## src/rtl/core/ptds_pkg.sv

```systemverilog
// shared constants, types and the name table of the token dictionary scan
package ptds_pkg;

   localparam int CHUNK_BYTES = 1048576;
   localparam int MAX_TOKEN   = 15;
   localparam int TAIL_GUARD  = 16;
   localparam int NAME_COUNT  = 9;

   localparam int BYTE_BITS   = 8;
   localparam int ADDR_BITS   = 48;
   localparam int COUNT_BITS  = 16;
   localparam int INDEX_BITS  = 4;
   localparam int LEN_BITS    = $clog2(MAX_TOKEN + 1);
   localparam int SLOT_BITS   = $clog2(MAX_TOKEN);
   localparam int OFFSET_BITS = $clog2(CHUNK_BYTES);

   // chunk size is a power of two, so the offset is the low address bits
   localparam logic [OFFSET_BITS-1:0] OPEN_LIMIT = OFFSET_BITS'(CHUNK_BYTES - TAIL_GUARD);
   localparam logic [OFFSET_BITS-1:0] CHUNK_LAST = OFFSET_BITS'(CHUNK_BYTES - 1);
   localparam logic [LEN_BITS-1:0]    TOKEN_CAP  = LEN_BITS'(MAX_TOKEN);

   localparam logic [BYTE_BITS-1:0]  SPACE_CHAR   = 8'd32;
   localparam logic [BYTE_BITS-1:0]  TILDE_CHAR   = 8'd126;
   localparam logic [COUNT_BITS-1:0] COUNT_MAX    = '1;
   localparam logic [COUNT_BITS-1:0] LIMIT_RESET  = 16'd500;

   typedef logic [MAX_TOKEN-1:0][BYTE_BITS-1:0] token_type;

   typedef struct packed {
      logic [BYTE_BITS-1:0] data_byte;
      logic [ADDR_BITS-1:0] byte_address;
   } beat_type;

   localparam logic [MAX_TOKEN*BYTE_BITS-1:0] NAME_STR [NAME_COUNT] = '{
      "systemd", "init", "bash", "sshd", "kernel",
      "kthreadd", "python", "java", "systemd-journal"
   };

   localparam int NAME_LEN [NAME_COUNT] = '{7, 4, 4, 4, 6, 8, 6, 4, 15};

   // byte i of name k, counted from its first character
   function automatic logic [BYTE_BITS-1:0] name_char(input int k, input int i);
      logic [BYTE_BITS-1:0] result;
      result = '0;
      if (i < NAME_LEN[k]) begin
         result = NAME_STR[k][(NAME_LEN[k] - 1 - i) * BYTE_BITS +: BYTE_BITS];
      end
      return result;
   endfunction

endpackage

```

## src/rtl/core/ptds_channels.sv

```systemverilog
// valid/ready channel interfaces for byte requests and match responses
interface ptds_req_if import ptds_pkg::*; ();
   logic                 valid;
   logic                 ready;
   logic [BYTE_BITS-1:0] data_byte;
   logic [ADDR_BITS-1:0] byte_address;

   modport source (output valid, output data_byte, output byte_address, input ready);
   modport sink   (input valid, input data_byte, input byte_address, output ready);
endinterface

interface ptds_rsp_if import ptds_pkg::*; ();
   logic                  valid;
   logic                  ready;
   logic [INDEX_BITS-1:0] word_index;
   logic [ADDR_BITS-1:0]  match_address;
   logic [COUNT_BITS-1:0] match_total;

   modport source (output valid, output word_index, output match_address,
                   output match_total, input ready);
   modport sink   (input valid, input word_index, input match_address,
                   input match_total, output ready);
endinterface

```

## src/rtl/core/printable_token_dictionary_scan.sv

```systemverilog
// Printable token dictionary scan: takes one memory byte with its address per cycle and
// reports each printable token that equals one of nine fixed process names, until a chunk
// starts with the match count at or above match_limit. A byte transfer is taken every
// cycle while the response side keeps up; the match response for a closing byte passes
// the input register, then the tokenizer and nine parallel comparators into the response
// register. A stalled response holds the whole path, one register deep on each side. The
// tokenizer takes each byte as it arrives, so consecutive bytes need no spacing. No clearing
// pass follows reset. match_limit may be written only while no bytes are in flight.
module printable_token_dictionary_scan import ptds_pkg::*; (
   input  logic                  clock,
   input  logic                  reset,
   ptds_req_if.sink              req_channel,
   ptds_rsp_if.source            rsp_channel,
   input  logic                  csr_write_enable,
   input  logic [COUNT_BITS-1:0] csr_write_data
);

   logic [COUNT_BITS-1:0] match_limit_ff;
   logic [COUNT_BITS-1:0] match_limit_in;
   logic                  beat_valid;
   beat_type              beat;
   logic                  advance;

   assign match_limit_in = csr_write_enable ? csr_write_data : match_limit_ff;

   always_ff @(posedge clock) begin
      if (reset) begin
         match_limit_ff <= LIMIT_RESET;
      end else begin
         match_limit_ff <= match_limit_in;
      end
   end

   ptds_input_stage u_input_stage (
      .clock      (clock),
      .reset      (reset),
      .req        (req_channel),
      .advance    (advance),
      .beat_valid (beat_valid),
      .beat       (beat)
   );

   ptds_scan_core u_scan_core (
      .clock       (clock),
      .reset       (reset),
      .beat_valid  (beat_valid),
      .beat        (beat),
      .advance     (advance),
      .match_limit (match_limit_ff),
      .rsp         (rsp_channel)
   );

endmodule

```

## src/rtl/core/ptds_input_stage.sv

```systemverilog
// input register for incoming byte transfers
module ptds_input_stage import ptds_pkg::*; (
   input  logic        clock,
   input  logic        reset,
   ptds_req_if.sink    req,
   input  logic        advance,
   output logic        beat_valid,
   output beat_type    beat
);

   logic     valid_ff;
   logic     valid_in;
   beat_type beat_ff;
   beat_type beat_in;

   assign req.ready = !valid_ff || advance;

   always_comb begin
      valid_in = valid_ff;
      beat_in  = beat_ff;
      if (req.ready) begin
         valid_in = req.valid;
         beat_in  = '{data_byte: req.data_byte, byte_address: req.byte_address};
      end
   end

   always_ff @(posedge clock) begin
      if (reset) begin
         valid_ff <= 1'b0;
      end else begin
         valid_ff <= valid_in;
      end
      beat_ff <= beat_in;
   end

   assign beat_valid = valid_ff;
   assign beat       = beat_ff;

endmodule

```

## src/rtl/core/ptds_name_match.sv

```systemverilog
// parallel compare of a closed token against the fixed name table
module ptds_name_match import ptds_pkg::*; (
   input  token_type             token,
   input  logic [LEN_BITS-1:0]   token_length,
   output logic                  hit,
   output logic [INDEX_BITS-1:0] word_index
);

   logic [NAME_COUNT-1:0] name_hit;

   always_comb begin
      for (int k = 0; k < NAME_COUNT; k++) begin
         name_hit[k] = (token_length == LEN_BITS'(NAME_LEN[k]));
         for (int i = 0; i < MAX_TOKEN; i++) begin
            if (i < NAME_LEN[k] && token[i] != name_char(k, i)) begin
               name_hit[k] = 1'b0;
            end
         end
      end
   end

   always_comb begin
      hit        = 1'b0;
      word_index = '0;
      for (int k = NAME_COUNT - 1; k >= 0; k--) begin
         if (name_hit[k]) begin
            hit        = 1'b1;
            word_index = INDEX_BITS'(k);
         end
      end
   end

endmodule

```

## src/rtl/core/ptds_scan_core.sv

```systemverilog
// tokenizer state, match counting and the response register
module ptds_scan_core import ptds_pkg::*; (
   input  logic                  clock,
   input  logic                  reset,
   input  logic                  beat_valid,
   input  beat_type              beat,
   output logic                  advance,
   input  logic [COUNT_BITS-1:0] match_limit,
   ptds_rsp_if.source            rsp
);

   token_type             token_ff;
   token_type             token_in;
   logic [LEN_BITS-1:0]   length_ff;
   logic [LEN_BITS-1:0]   length_in;
   logic [ADDR_BITS-1:0]  start_ff;
   logic [ADDR_BITS-1:0]  start_in;
   logic                  skip_ff;
   logic                  skip_in;
   logic [COUNT_BITS-1:0] found_ff;
   logic [COUNT_BITS-1:0] found_in;
   logic                  halted_ff;
   logic                  halted_in;

   logic                  rsp_valid_ff;
   logic                  rsp_valid_in;
   logic [INDEX_BITS-1:0] rsp_index_ff;
   logic [INDEX_BITS-1:0] rsp_index_in;
   logic [ADDR_BITS-1:0]  rsp_address_ff;
   logic [ADDR_BITS-1:0]  rsp_address_in;
   logic [COUNT_BITS-1:0] rsp_total_ff;
   logic [COUNT_BITS-1:0] rsp_total_in;

   logic [OFFSET_BITS-1:0] offset;
   logic                   chunk_start;
   logic                   printable;
   logic [LEN_BITS-1:0]    open_length;
   logic [LEN_BITS-1:0]    cand_length;
   logic                   close;
   logic                   hit;
   logic [INDEX_BITS-1:0]  hit_index;

   assign advance     = beat_valid && (!rsp_valid_ff || rsp.ready);
   assign offset      = beat.byte_address[OFFSET_BITS-1:0];
   assign chunk_start = (offset == '0);
   assign printable   = (beat.data_byte >= SPACE_CHAR) && (beat.data_byte <= TILDE_CHAR);
   assign open_length = chunk_start ? '0 : length_ff;

   ptds_name_match u_name_match (
      .token        (token_in),
      .token_length (cand_length),
      .hit          (hit),
      .word_index   (hit_index)
   );

   always_comb begin
      token_in    = token_ff;
      start_in    = start_ff;
      skip_in     = skip_ff;
      halted_in   = halted_ff;
      cand_length = length_ff;
      close       = 1'b0;
      if (advance && !halted_ff) begin
         cand_length = open_length;
         skip_in     = 1'b0;
         if (chunk_start && found_ff >= match_limit) begin
            halted_in = 1'b1;
         end else if (skip_ff && !chunk_start) begin
            skip_in = 1'b0;
         end else begin
            if (open_length == '0) begin
               if (printable && beat.data_byte != SPACE_CHAR && offset < OPEN_LIMIT) begin
                  token_in[0] = beat.data_byte;
                  cand_length = LEN_BITS'(1);
                  start_in    = beat.byte_address;
               end
            end else if (printable) begin
               token_in[open_length[SLOT_BITS-1:0]] = beat.data_byte;
               cand_length = open_length + LEN_BITS'(1);
               if (cand_length == TOKEN_CAP) begin
                  close   = 1'b1;
                  skip_in = 1'b1;
               end
            end else begin
               close = 1'b1;
            end
            if (cand_length != '0 && offset == CHUNK_LAST) begin
               close = 1'b1;
            end
         end
      end
      length_in = close ? '0 : cand_length;
   end

   always_comb begin
      found_in       = found_ff;
      rsp_valid_in   = rsp_valid_ff && !rsp.ready;
      rsp_index_in   = rsp_index_ff;
      rsp_address_in = rsp_address_ff;
      rsp_total_in   = rsp_total_ff;
      if (advance) begin
         rsp_valid_in = close && hit;
      end
      if (close && hit) begin
         if (found_ff != COUNT_MAX) begin
            found_in = found_ff + COUNT_BITS'(1);
         end
         rsp_index_in   = hit_index;
         rsp_address_in = start_in;
         rsp_total_in   = found_in;
      end
   end

   always_ff @(posedge clock) begin
      if (reset) begin
         token_ff     <= '0;
         length_ff    <= '0;
         start_ff     <= '0;
         skip_ff      <= 1'b0;
         found_ff     <= '0;
         halted_ff    <= 1'b0;
         rsp_valid_ff <= 1'b0;
      end else begin
         token_ff     <= token_in;
         length_ff    <= length_in;
         start_ff     <= start_in;
         skip_ff      <= skip_in;
         found_ff     <= found_in;
         halted_ff    <= halted_in;
         rsp_valid_ff <= rsp_valid_in;
      end
      rsp_index_ff   <= rsp_index_in;
      rsp_address_ff <= rsp_address_in;
      rsp_total_ff   <= rsp_total_in;
   end

   assign rsp.valid         = rsp_valid_ff;
   assign rsp.word_index    = rsp_index_ff;
   assign rsp.match_address = rsp_address_ff;
   assign rsp.match_total   = rsp_total_ff;

endmodule

```

## src/flat_wrapper.sv

```systemverilog
// flat-port wrapper written by rule: the top's interface ports become plain ports
module printable_token_dictionary_scan_flat import ptds_pkg::*;
  (clock, reset, csr_write_enable, csr_write_data, req_channel_valid, req_channel_data_byte, req_channel_byte_address, req_channel_ready, rsp_channel_valid, rsp_channel_word_index, rsp_channel_match_address, rsp_channel_match_total, rsp_channel_ready);
  ptds_req_if req_channel_i ();
  ptds_rsp_if rsp_channel_i ();
  input  logic clock;
  input  logic reset;
  input  logic csr_write_enable;
  input  logic [COUNT_BITS-1:0] csr_write_data;
  input wire logic [$bits(req_channel_i.valid)-1:0] req_channel_valid;
  input wire logic [$bits(req_channel_i.data_byte)-1:0] req_channel_data_byte;
  input wire logic [$bits(req_channel_i.byte_address)-1:0] req_channel_byte_address;
  output wire logic [$bits(req_channel_i.ready)-1:0] req_channel_ready;
  output wire logic [$bits(rsp_channel_i.valid)-1:0] rsp_channel_valid;
  output wire logic [$bits(rsp_channel_i.word_index)-1:0] rsp_channel_word_index;
  output wire logic [$bits(rsp_channel_i.match_address)-1:0] rsp_channel_match_address;
  output wire logic [$bits(rsp_channel_i.match_total)-1:0] rsp_channel_match_total;
  input wire logic [$bits(rsp_channel_i.ready)-1:0] rsp_channel_ready;
  assign req_channel_i.valid = req_channel_valid;
  assign req_channel_i.data_byte = req_channel_data_byte;
  assign req_channel_i.byte_address = req_channel_byte_address;
  assign req_channel_ready = req_channel_i.ready;
  assign rsp_channel_valid = rsp_channel_i.valid;
  assign rsp_channel_word_index = rsp_channel_i.word_index;
  assign rsp_channel_match_address = rsp_channel_i.match_address;
  assign rsp_channel_match_total = rsp_channel_i.match_total;
  assign rsp_channel_i.ready = rsp_channel_ready;
  printable_token_dictionary_scan u_core (.clock(clock), .reset(reset), .req_channel(req_channel_i), .rsp_channel(rsp_channel_i), .csr_write_enable(csr_write_enable), .csr_write_data(csr_write_data));
endmodule
```

## config.mk

```make
export PLATFORM = sky130hd
export DESIGN_NAME = printable_token_dictionary_scan_flat
export DESIGN_NICKNAME = d
export VERILOG_FILES = /design/src/rtl/core/ptds_pkg.sv /design/src/rtl/core/ptds_channels.sv /design/src/rtl/core/printable_token_dictionary_scan.sv /design/src/rtl/core/ptds_input_stage.sv /design/src/rtl/core/ptds_name_match.sv /design/src/rtl/core/ptds_scan_core.sv /design/src/flat_wrapper.sv
export SDC_FILE = /design/constraint.sdc
export NUM_CORES = 1
export LEC_CHECK = 0
export BUFFER_PORTS_ARGS = -buffer_cell sky130_fd_sc_hd__buf_2
export CAP_MARGIN = 15
export CORE_UTILIZATION = 60
export CTS_BUF_LIST = sky130_fd_sc_hd__clkbuf_16
export DETAILED_ROUTE_END_ITERATION = 10
export GPL_TIMING_DRIVEN = 0
export PLACE_DENSITY = 0.8
export SLEW_MARGIN = 20
export SYNTH_ARGS = -nofsm -noshare
export SYNTH_HDL_FRONTEND = slang
export SYNTH_HIERARCHICAL = 1
export SYNTH_SLANG_ARGS = --single-unit
```

## constraint.sdc

```tcl
create_clock -name clock -period 16.6 [get_ports clock]
set_input_delay 3.32 -clock clock [delete_from_list [all_inputs] [get_ports clock]]
set_output_delay 3.32 -clock clock [all_outputs]
set_load 0.1 [all_outputs]
```

==> After elaboration in Yosys (flattened, before gate mapping) <==
Cells that the tools add are included.
Widths: inputs -> output; s select.
{ "totals": {"elab_cells": 227, "in_bits": 77, "ram_bits": 0, "mem_count": 0, "latchBits": 0, "output_inout_bits": 70, "register_bits": 332, "romBits": 0} }
{ "op_classes": {"n_shift": 0, "addsub": 2, "n_div": 0, "multipliers": 0, "n_eq_ne": 49, "bitwise": 0, "mux": 113, "n_lt_le_gt_ge": 6, "n_reduce_logical": 26} }
{ "op_table": {"columns": ["op", "count"], "rows": [
  ["$mux 120", 4],
  ["$ne 8x7->1 const B", 39],
  ["$mux 48", 5],
  ["$bwmux 120", 1],
  ["$mux 112", 1],
  ["$mux 1", 80],
  ["$mux 4", 11],
  ["$demux 8 s4", 1],
  ["$mux 8", 3],
  ["$eq 20x20->1 const B", 1],
  ["$logic_not 20->1", 1],
  ["$lt 20x20->1 const B", 1],
  ["$add 16x1->16 const B", 1],
  ["$ge 16x16->1", 1],
  ["$mux 16", 1],
  ["$ne 16x16->1 const B", 1],
  ["$ne 8x6->1 const B", 2],
  ["$eq 4x3->1 const B", 3],
  ["$eq 4x4->1 const B", 3],
  ["$mux 3", 4],
  ["$logic_and 1x1->1", 11],
  ["$ge 8x6->1 const B", 1],
  ["$le 8x7->1 const B", 1],
  ["$reduce_or 8->1", 1],
  ["11 further kinds", 18]
]} }

==> Depth between registers and ports, before layout <==
Gate-level depths: netlist of run 1.
{ "depth": {"word_depth": 39, "depth_mapped": 25, "mapped_depth_nobuf": 19} }

==> Hierarchy <==
The synthesis of run 1 kept the hierarchy.
{ "modules_own_cells": {"columns": ["mod", "instances", "cells_per_inst", "seq_area_each_um2", "area_each_um2"], "rows": [
  ["ptds_scan_core", 1, 918, 5865.6, 10896.7],
  ["ptds_input_stage", 1, 60, 1701.6, 1727.9],
  ["ptds_name_match", 1, 116, 0.0, 852.1],
  ["printable_token_dictionary_scan", 1, 52, 320.3, 600.6]
]} }

==> Worst setup path after synthesis of run 1 <==
Ideal clock, no wire load.
{ "synth_timing": {"kind": "input-to-reg", "start": "input rsp_channel_ready", "end": "register u_core.u_scan_core.rsp_address_ff[0], in the netlist u_core/u_scan_core/rsp.match_address[0], enable pin", "required_ns": 16.177, "t_arrival_ns": 7.713, "path_buffers": 2, "setup_ns": 0.423, "path_slack_ns": 8.464, "cell_stages": 16, "cell_sequence": "nor2b_1 > nor4_1 > a31oi_2 > a21o_1 > or2_4 > nor3_4 > buf_6 > mux2_2 > nor4bb_1 > nand4_1 > nor4_2 > nand2_1 > o2111ai_1 > o211ai_2 > buf_4 > inv_1"} }
{ "synth_rtl": {"columns": ["element", "line", "rtl"], "rows": [
  ["from (decl)", "flat_wrapper.sv:18", "input wire logic [$bits(rsp_channel_i.ready)-1:0] rsp_channel_ready;"],
  ["to (signal assigned)", "ptds_scan_core.sv:133", "rsp_address_ff <= rsp_address_in;"],
  ["to (decl)", "ptds_scan_core.sv:29", "logic [ADDR_BITS-1:0] rsp_address_ff;"]
]} }

==> Final worst setup path of run 1 <==
{ "layout_timing": {"start": "input rsp_channel_ready", "end": "output req_channel_ready"} }
{ "layout_via": {"elab_chain_cells": 3} }
{ "layout_lines": {"columns": ["element", "line", "rtl"], "rows": [
  ["$logic_or 1x1->1", "ptds_scan_core.sv:43", "assign advance = beat_valid && (!rsp_valid_ff || rsp.ready);"],
  ["$logic_and 1x1->1", "ptds_scan_core.sv:43", null],
  ["named net u_core.advance", "printable_token_dictionary_scan.sv:22", "logic advance;"],
  ["$logic_or 1x1->1", "ptds_input_stage.sv:16", "assign req.ready = !valid_ff || advance;"],
  ["to (decl)", "flat_wrapper.sv:13", "output wire logic [$bits(req_channel_i.ready)-1:0] req_channel_ready;"]
]} }
The timed path passes the listed nets, and every way through them passes these cells.

==> flow_metrics.py, run 1 <==
metrics = {
    "floorplan": {
        "die_area_sq_um": 24100,
        "placeableCoreArea_sq_um": 22800,
        "io_pins": 147,
        "fp.dieH_um": 155,
        "initial_utilization_pct": 61.6,
        "row_count": 55,
        "die-width_um": 155,
    },
    "setup_path": {
        "crit_path_start_kind": "input pin",
        "crit_family": "simple AND/OR/NAND/NOR gates",
        "worst-endpoint-required_ps": 13280,
        "slowest_delay_ps": 720,
        "cp.buffers_inverters": 2,
        "cp-end-kind": "output pin",
        "worstPathMaxFanout": 58,
        "slowest_stage": "nand2b_4",
        "worst-setup-path-type": "in -> out",
        "critical_path.cell_chain": "buf_2 -> nor2b_1 -> nor2_1 -> nand2b_4 -> buf_2",
        "most_used_cell_cp": "buf_2",
        "worst_ep_arrival_time_ps": 4920,
    },
    "routing": {
        "wl_per_cell_um": 18.7,
        "detail_route.vias_per_cell": 5.58,
        "detail_route.first_pass.iterations": 5,
        "routed-via-count": 9313,
        "1st_iter_drt_viols": 534,
        "ant_nets": 0,
        "wirelength_mm": 31.2,
        "drc_errors_left": 0,
    },
    "power": {
        "pwr-share-clk_pct": 42.3,
        "netSwitchingFraction_pct": 22.0,
        "p_comb_share_pct": 5.1,
        "power.density_cell_area_nw_per_um2": 103,
        "power.internal_uw": 1300,
        "total_switching_power_uw": 368,
        "power_leakage_uw": 0.00664,
        "p_seq_share_pct": 52.6,
        "worst_vdd_rail_ir_drop_mv": 0.0836,
    },
    "timing": {
        "min_period_ps": 8240,
        "finalHoldViolCount": 0,
        "grt_setup_unrepaired": "false",
        "finalCritPeriodShare_pct": 49.6,
        "fmax_mhz": 121,
        "maxSlewViolCount": 0,
        "post_route_skew_ps": 19.5,
        "setup_viol": 0,
        "relSlewSlack_pct": 26.7,
        "worst-slew-pin-transition_ps": 1090,
        "setup_tns_ps": 0,
    },
    "clock_network": {
        "htreeDepth": 2,
        "post_cts_setup_repair_buffer_count": 0,
        "number_of_gates_resized_after_cts": 0,
        "worst_setup_hold_path_clk_slew_ps": 60,
        "clock_tree_root_buffer_cell": "clkbuf_16",
        "hold_buffers": 0,
        "clkLatencyLatePin_ps": 520,
        "tritoncts": "built",
        "cts_max_path_bufs": 3,
        "cts.sink_count": 332,
        "tritoncts.num_buffers": 34,
    },
    "global_routing": {
        "grt_start_max_net_pins": 59,
        "grt_antenna_before_repair": 0,
        "groute.usage.overall_pct": 26.2,
        "grt_pass1_vias": 9335,
        "grt_first_pass_wirelength_mm": 49.4,
        "grt_overflow_total": 0,
    },
    "synth": {
        "syn_nets": 1244,
        "synthesis.yosys.warnings": 6,
        "portion_of_the_post_synthesis_area_used_by_sequential_elements_pct": 56.0,
        "count_of_cell_types_in_the_netlist": 75,
        "yosys_register_bits": 332,
        "postSynthCellCount": 1146,
        "syn_area_per_cell_sq_um": 12.3,
        "asyncSetResetFlopFracSynth_pct": 0,
        "syn_area_sq_um": 14100,
        "number_of_enable_type_register_cells_in_the_synthesized_netlist": 124,
        "synthFlopType": "dfxtp_1",
    },
    "placement": {
        "instance_area_at_placement_sq_um": 15200,
        "io_buffers": 146,
        "detailed_place_hpwl_mm": 21.0,
        "gp_congestion": 0.905,
    },
    "finish": {
        "antenna-diode-count": 0,
        "postLayoutCellArea_sq_um": 16300,
        "layout_cell_share_with_drive_strength_beyond_1_pct": 28.6,
        "fillCellCount": 1665,
        "finalNetCount": 1427,
        "area_growth_pct": 15.6,
    },
    "run_status": {
        "status": "finished, final reports clean",
    },
    "run": {
        "max_capacitance_violation_total": 0,
    },
    "min_path": {
        "timing.hold.worst.class": "reg -> reg",
    },
}
## metrics by stage
step	std cells	util [%]	worst slack, ps	power [uW]	hold WS (ps)
after global routing	1668	71.2	8230	1720	502
after floorplan	1146	-	8460	946	440
after CTS	1668	71.2	8340	1680	469
after global placement	1605	66.5	6830	975	454
after detailed placement	1606	66.7	8280	978	458
final	1668	71.2	8360	1670	471
## layout by cell type, fill, tap and decap left out, types with 10 or more instances in the layout
master	n
xnor2_1	10
clkbuf_1	33
and2b_1	20
nand4_1	28
edfxtp_1	124
nand3_1	20
nor2b_1	169
nor4_1	13
or3_1	11
mux2i_1	16
and2_1	20
nor4bb_1	10
mux2_1	11
o21ai_0	12
clkbuf_16	35
nor2_1	49
buf_2	155
mux2_2	120
inv_1	37
a21oi_1	22
mux2_4	29
ha_1	21
nand2_1	30
dfxtp_1	208
## synthesized netlist by cell type, types with 3 or more instances
library cell | count | area [sq um]
dfxtp_1 | 208 | 4160
nor2b_1 | 169 | 1060
edfxtp_1 | 124 | 3720
mux2_2 | 120 | 1350
nor2_1 | 49 | 184
clkbuf_1 | 33 | 124
nand2_1 | 30 | 113
inv_1 | 29 | 109
mux2_4 | 29 | 435
nand4_1 | 28 | 175
a21oi_1 | 22 | 110
ha_1 | 21 | 263
and2_1 | 20 | 125
and2b_1 | 20 | 150
nand3_1 | 20 | 100
mux2i_1 | 16 | 160
nor4_1 | 13 | 81.3
o21ai_0 | 12 | 60.1
mux2_1 | 11 | 124
or3_1 | 11 | 68.8
nor4bb_1 | 10 | 100
xnor2_1 | 10 | 87.6
and4b_1 | 9 | 90.1
buf_2 | 9 | 45.0
nor3_1 | 9 | 45.0
and3_1 | 7 | 43.8
nor3b_1 | 7 | 52.6
nor4b_1 | 7 | 61.3
a211o_1 | 6 | 52.6
buf_6 | 6 | 67.6
nand4b_1 | 5 | 43.8
o21ai_1 | 5 | 25.0
o31ai_1 | 5 | 37.5
a211oi_1 | 4 | 30.0
and4bb_2 | 4 | 50.1
a31oi_1 | 3 | 18.8
and2b_4 | 3 | 30.0
nor4b_2 | 3 | 45.0
xor2_1 | 3 | 26.3
## worst paths after layout
path,start,end,slack [ps],cells after the start
max,rsp_channel_ready,req_channel_ready,8360,5
min,u_core/u_scan_core/halted_ff,u_core/u_scan_core/halted_ff,470,2
max reg2reg,u_core/u_input_stage/beat[17],u_core/u_scan_core/rsp.word_index[3],10160,23
min reg2reg,u_core/u_scan_core/halted_ff,u_core/u_scan_core/halted_ff,470,2
## power by group through the flow
stage	Clock [uW]	Sequential, uW	Combinational, uW
floorplan	0	889	56.5
global placement	0	893	82.0
detailed placement	0	894	83.7
CTS	720	878	85.1
global route	750	879	92.4
finish	706	878	85.2
## layout make-up
type	instances	area, sq um	share of cell area (%)
Sequential cell	332	7890	48.5
Multi-Input combinational cell	732	5790	35.6
Clock buffer	35	876	5.38
Timing Repair Buffer	147	758	4.66
Tap cell	313	392	2.41
Buffer	53	292	1.79
Clock inverter	27	163	1.00
Inverter	29	111	0.685
## worst register-to-register path: cells and delay by family (launching register included)
kind,cells,cell delay [ps]
and+or+nand+nor,11,2580
buffers and inverters,8,1880
AOI/OAI and AO/OA,2,630
DFF,1,430
muxes,1,420
adders and majority gates,1,140
## sequential cells by signal, summed over array words and instances, names as in the netlist
signal	cells
u_core/u_scan_core/length_ff	4
u_core/u_scan_core/halted_ff	1
u_core/u_scan_core/token_ff	120
u_core/u_scan_core/rsp.match_total	16
u_core/u_scan_core/found_ff	16
u_core/u_scan_core/rsp.match_address	48
u_core/match_limit_ff	16
u_core/u_scan_core/start_ff	48
u_core/u_scan_core/rsp.valid	1
u_core/u_scan_core/rsp.word_index	4
u_core/u_input_stage/beat_valid	1
u_core/u_input_stage/beat	56
u_core/u_scan_core/skip_ff	1
## layer usage
| layer | GRT usage (%) | vias to the layer above | wire [um] |
|---|---|---|---|
| met5 | 0 | - | 0 |
| met1 | 35.1 | 4494 | 14100 |
| met4 | 7.47 | 0 | 667 |
| met3 | 4.15 | 55 | 1760 |
| met2 | 44.3 | 289 | 14700 |
| li1 | - | 4475 | - |
## kinds of logic after synthesis
| logic type | after synthesis | synth area share, % |
|---|---|---|
| AO/OA/AOI/OAI | 80 | 3.91 |
| XOR/XNOR | 13 | 0.809 |
| adder cells (fa/ha/maj) | 21 | 1.87 |
| buffers and inverters | 82 | 2.84 |
| flip-flops | 332 | 56.0 |
| multiplexers | 176 | 14.7 |
| AND/OR/NAND/NOR | 442 | 19.8 |
No activity file was read; power rests on OpenSTA's default activity.
==> inputs of run 2 (changes only) <==
CORE_UTILIZATION = 59   (was 60)
PLACE_DENSITY = 0.79   (was 0.8)
clock period = 7.6 ns   (was 16.6 ns; I/O delays follow)
==> run 2 against run 1 <==
Compared with the run above:
- routed wire length up 1.5%
- sequential power up 120%
- first-iteration DRC count down 5.8%
- design area up 0.43%
- worst hold slack better by 1.0 ps
- sequential cell count unchanged
- clock skew down 3.5 ps
- register-to-register slack worse by 9200 ps
- via count up 0.77%
- die area up 1.7%
- core utilization down 1.4 points
==> flow_metrics.py, run 2 (synthesized netlist as in run 1, its figures left out) <==
metrics = {
    "clock_network": {
        "htreeDepth": 2,
        "hold_buffers": 0,
        "tritoncts": "built",
        "worst_setup_hold_path_clk_slew_ps": 60,
        "post_cts_setup_repair_buffer_count": 0,
        "cts_max_path_bufs": 3,
        "tritoncts.num_buffers": 36,
        "clkLatencyLatePin_ps": 520,
        "cts.sink_count": 332,
        "number_of_gates_resized_after_cts": 0,
        "clock_tree_root_buffer_cell": "clkbuf_16",
    },
    "floorplan": {
        "placeableCoreArea_sq_um": 23400,
        "die_area_sq_um": 24500,
        "die-width_um": 156,
        "io_pins": 147,
        "fp.dieH_um": 156,
        "row_count": 56,
        "initial_utilization_pct": 60.2,
    },
    "global_routing": {
        "grt_overflow_total": 0,
        "grt_first_pass_wirelength_mm": 49.4,
        "grt_antenna_before_repair": 3,
        "groute.usage.overall_pct": 26.2,
        "grt_pass1_vias": 9180,
        "grt_start_max_net_pins": 59,
    },
    "timing": {
        "relSlewSlack_pct": 31.8,
        "fmax_mhz": 150,
        "maxSlewViolCount": 0,
        "holdWs_ps": 472,
        "finalCritPeriodShare_pct": 87.8,
        "worst_slack_ps": 928,
        "setup_viol": 0,
        "grt_setup_unrepaired": "false",
        "post_route_skew_ps": 16.0,
        "finalHoldViolCount": 0,
        "worst-slew-pin-transition_ps": 1010,
        "min_period_ps": 6670,
    },
    "routing": {
        "detail_route.vias_per_cell": 5.58,
        "wirelength_mm": 31.7,
        "highest-signal-layer": "met4",
        "1st_iter_drt_viols": 503,
        "drc_errors_left": 0,
        "routed-via-count": 9385,
        "ant_nets": 0,
        "wl_met1_mm": 13.7,
        "met2_length_mm": 14.9,
        "wl_per_cell_um": 18.9,
        "detail_route.first_pass.iterations": 6,
        "route.met3.wl_mm": 2.31,
    },
    "finish": {
        "fillCellCount": 1707,
        "area_growth_pct": 16.1,
        "layout.cells.most_common_list": "208 x dfxtp_1, 169 x nor2b_1, 155 x buf_2",
        "largest_reg_flops": 120,
        "final_util_pct": 69.8,
        "finalNetCount": 1429,
        "layout_cell_share_with_drive_strength_beyond_1_pct": 28.6,
        "final_common_cell": "dfxtp_1",
        "postLayoutCellArea_sq_um": 16300,
        "top_reg_by_flops": "u_core/u_scan_core/token_ff",
        "top_regs": "u_core/u_scan_core/token_ff: 120 flops, u_core/u_input_stage/beat: 56 flops",
    },
    "placement": {
        "instance_area_at_placement_sq_um": 15200,
        "gp_congestion": 0.911,
        "detailed_place_hpwl_mm": 21.7,
        "dp_worst_setup_slack_ps": 1130,
        "io_buffers": 146,
    },
    "run": {
        "max_capacitance_violation_total": 0,
    },
    "setup_path": {
        "worst-endpoint-required_ps": 7790,
        "cp-end-kind": "flop",
        "crit_path_start_kind": "flop",
        "worst-setup-path-type": "reg -> reg",
        "worstPathMaxFanout": 45,
        "worst_ep_arrival_time_ps": 6870,
    },
    "min_path": {
        "timing.hold.worst.class": "reg -> reg",
    },
    "power": {
        "worst_vdd_rail_ir_drop_mv": 0.170,
        "power.density_cell_area_nw_per_um2": 228,
        "power_leakage_uw": 0.00667,
        "total_power_consumption_uw": 3720,
    },
    "run_status": {
        "status": "finished, final reports clean",
    },
}
==> run 2: worst paths after layout <==
path                                 start                              endpoint  slack [ps]  cells past startpoint
max          u_core/u_input_stage/beat[17]  u_core/u_scan_core/rsp.word_index[0]         930                     23
min           u_core/u_scan_core/halted_ff          u_core/u_scan_core/halted_ff         470                      2
max reg2reg  u_core/u_input_stage/beat[17]  u_core/u_scan_core/rsp.word_index[0]         930                     23
min reg2reg   u_core/u_scan_core/halted_ff          u_core/u_scan_core/halted_ff         470                      2
==> run 2: layer usage <==
metal | track usage (%) | up-vias
li1 | - | 4482
met5 | 0 | -
met1 | 35.0 | 4486
met2 | 42.9 | 353
met3 | 4.71 | 64
met4 | 8.54 | 0
==> run 2: power by group <==
group | switching [uW] | internal [uW] | leakage, uW
sequential | 26.9 | 1890 | 0.00287
combinational | 107 | 80.1 | 0.00323
clock | 682 | 930 | 0.000578
==> run 2: worst max-delay path: stages (launching register included) <==
cell       delay [ps]
edfxtp_1          430
or4_1             600
nor2_4            200
nand2_1           120
buf_2             210
and2_1            200
inv_1              80
ha_1              140
clkbuf_1          380
inv_1             190
nor2_1            210
nand2_1           120
nor3_4            150
buf_6             210
mux2_2            370
and4bb_2          330
nand4_1           150
nor4_1            570
nor4b_1           240
o2111ai_1         250
o211ai_2          280
buf_4             260
inv_4             290
buf_16            300
==> run 2: layout make-up <==
cell class                      instances  area [sq um]  share of cell area (%)
Sequential cell                       332          7890                    48.3
Multi-Input combinational cell        732          5790                    35.4
Clock buffer                           36           901                    5.51
Timing Repair Buffer                  147           758                    4.64
Tap cell                              319           399                    2.44
Buffer                                 53           292                    1.78
Clock inverter                         29           190                    1.16
Inverter                               29           111                   0.682
Antenna cell                            4          10.0                  0.0613
==> run 2: through the flow <==
stage | cells | setup TNS [ps]
2_1_floorplan | 1146 | 0
3_3_place_gp | 1611 | -29980
3_5_place_dp | 1612 | 0
4_1_cts | 1677 | 0
5_1_grt | 1678 | 0
6_report | 1681 | 0
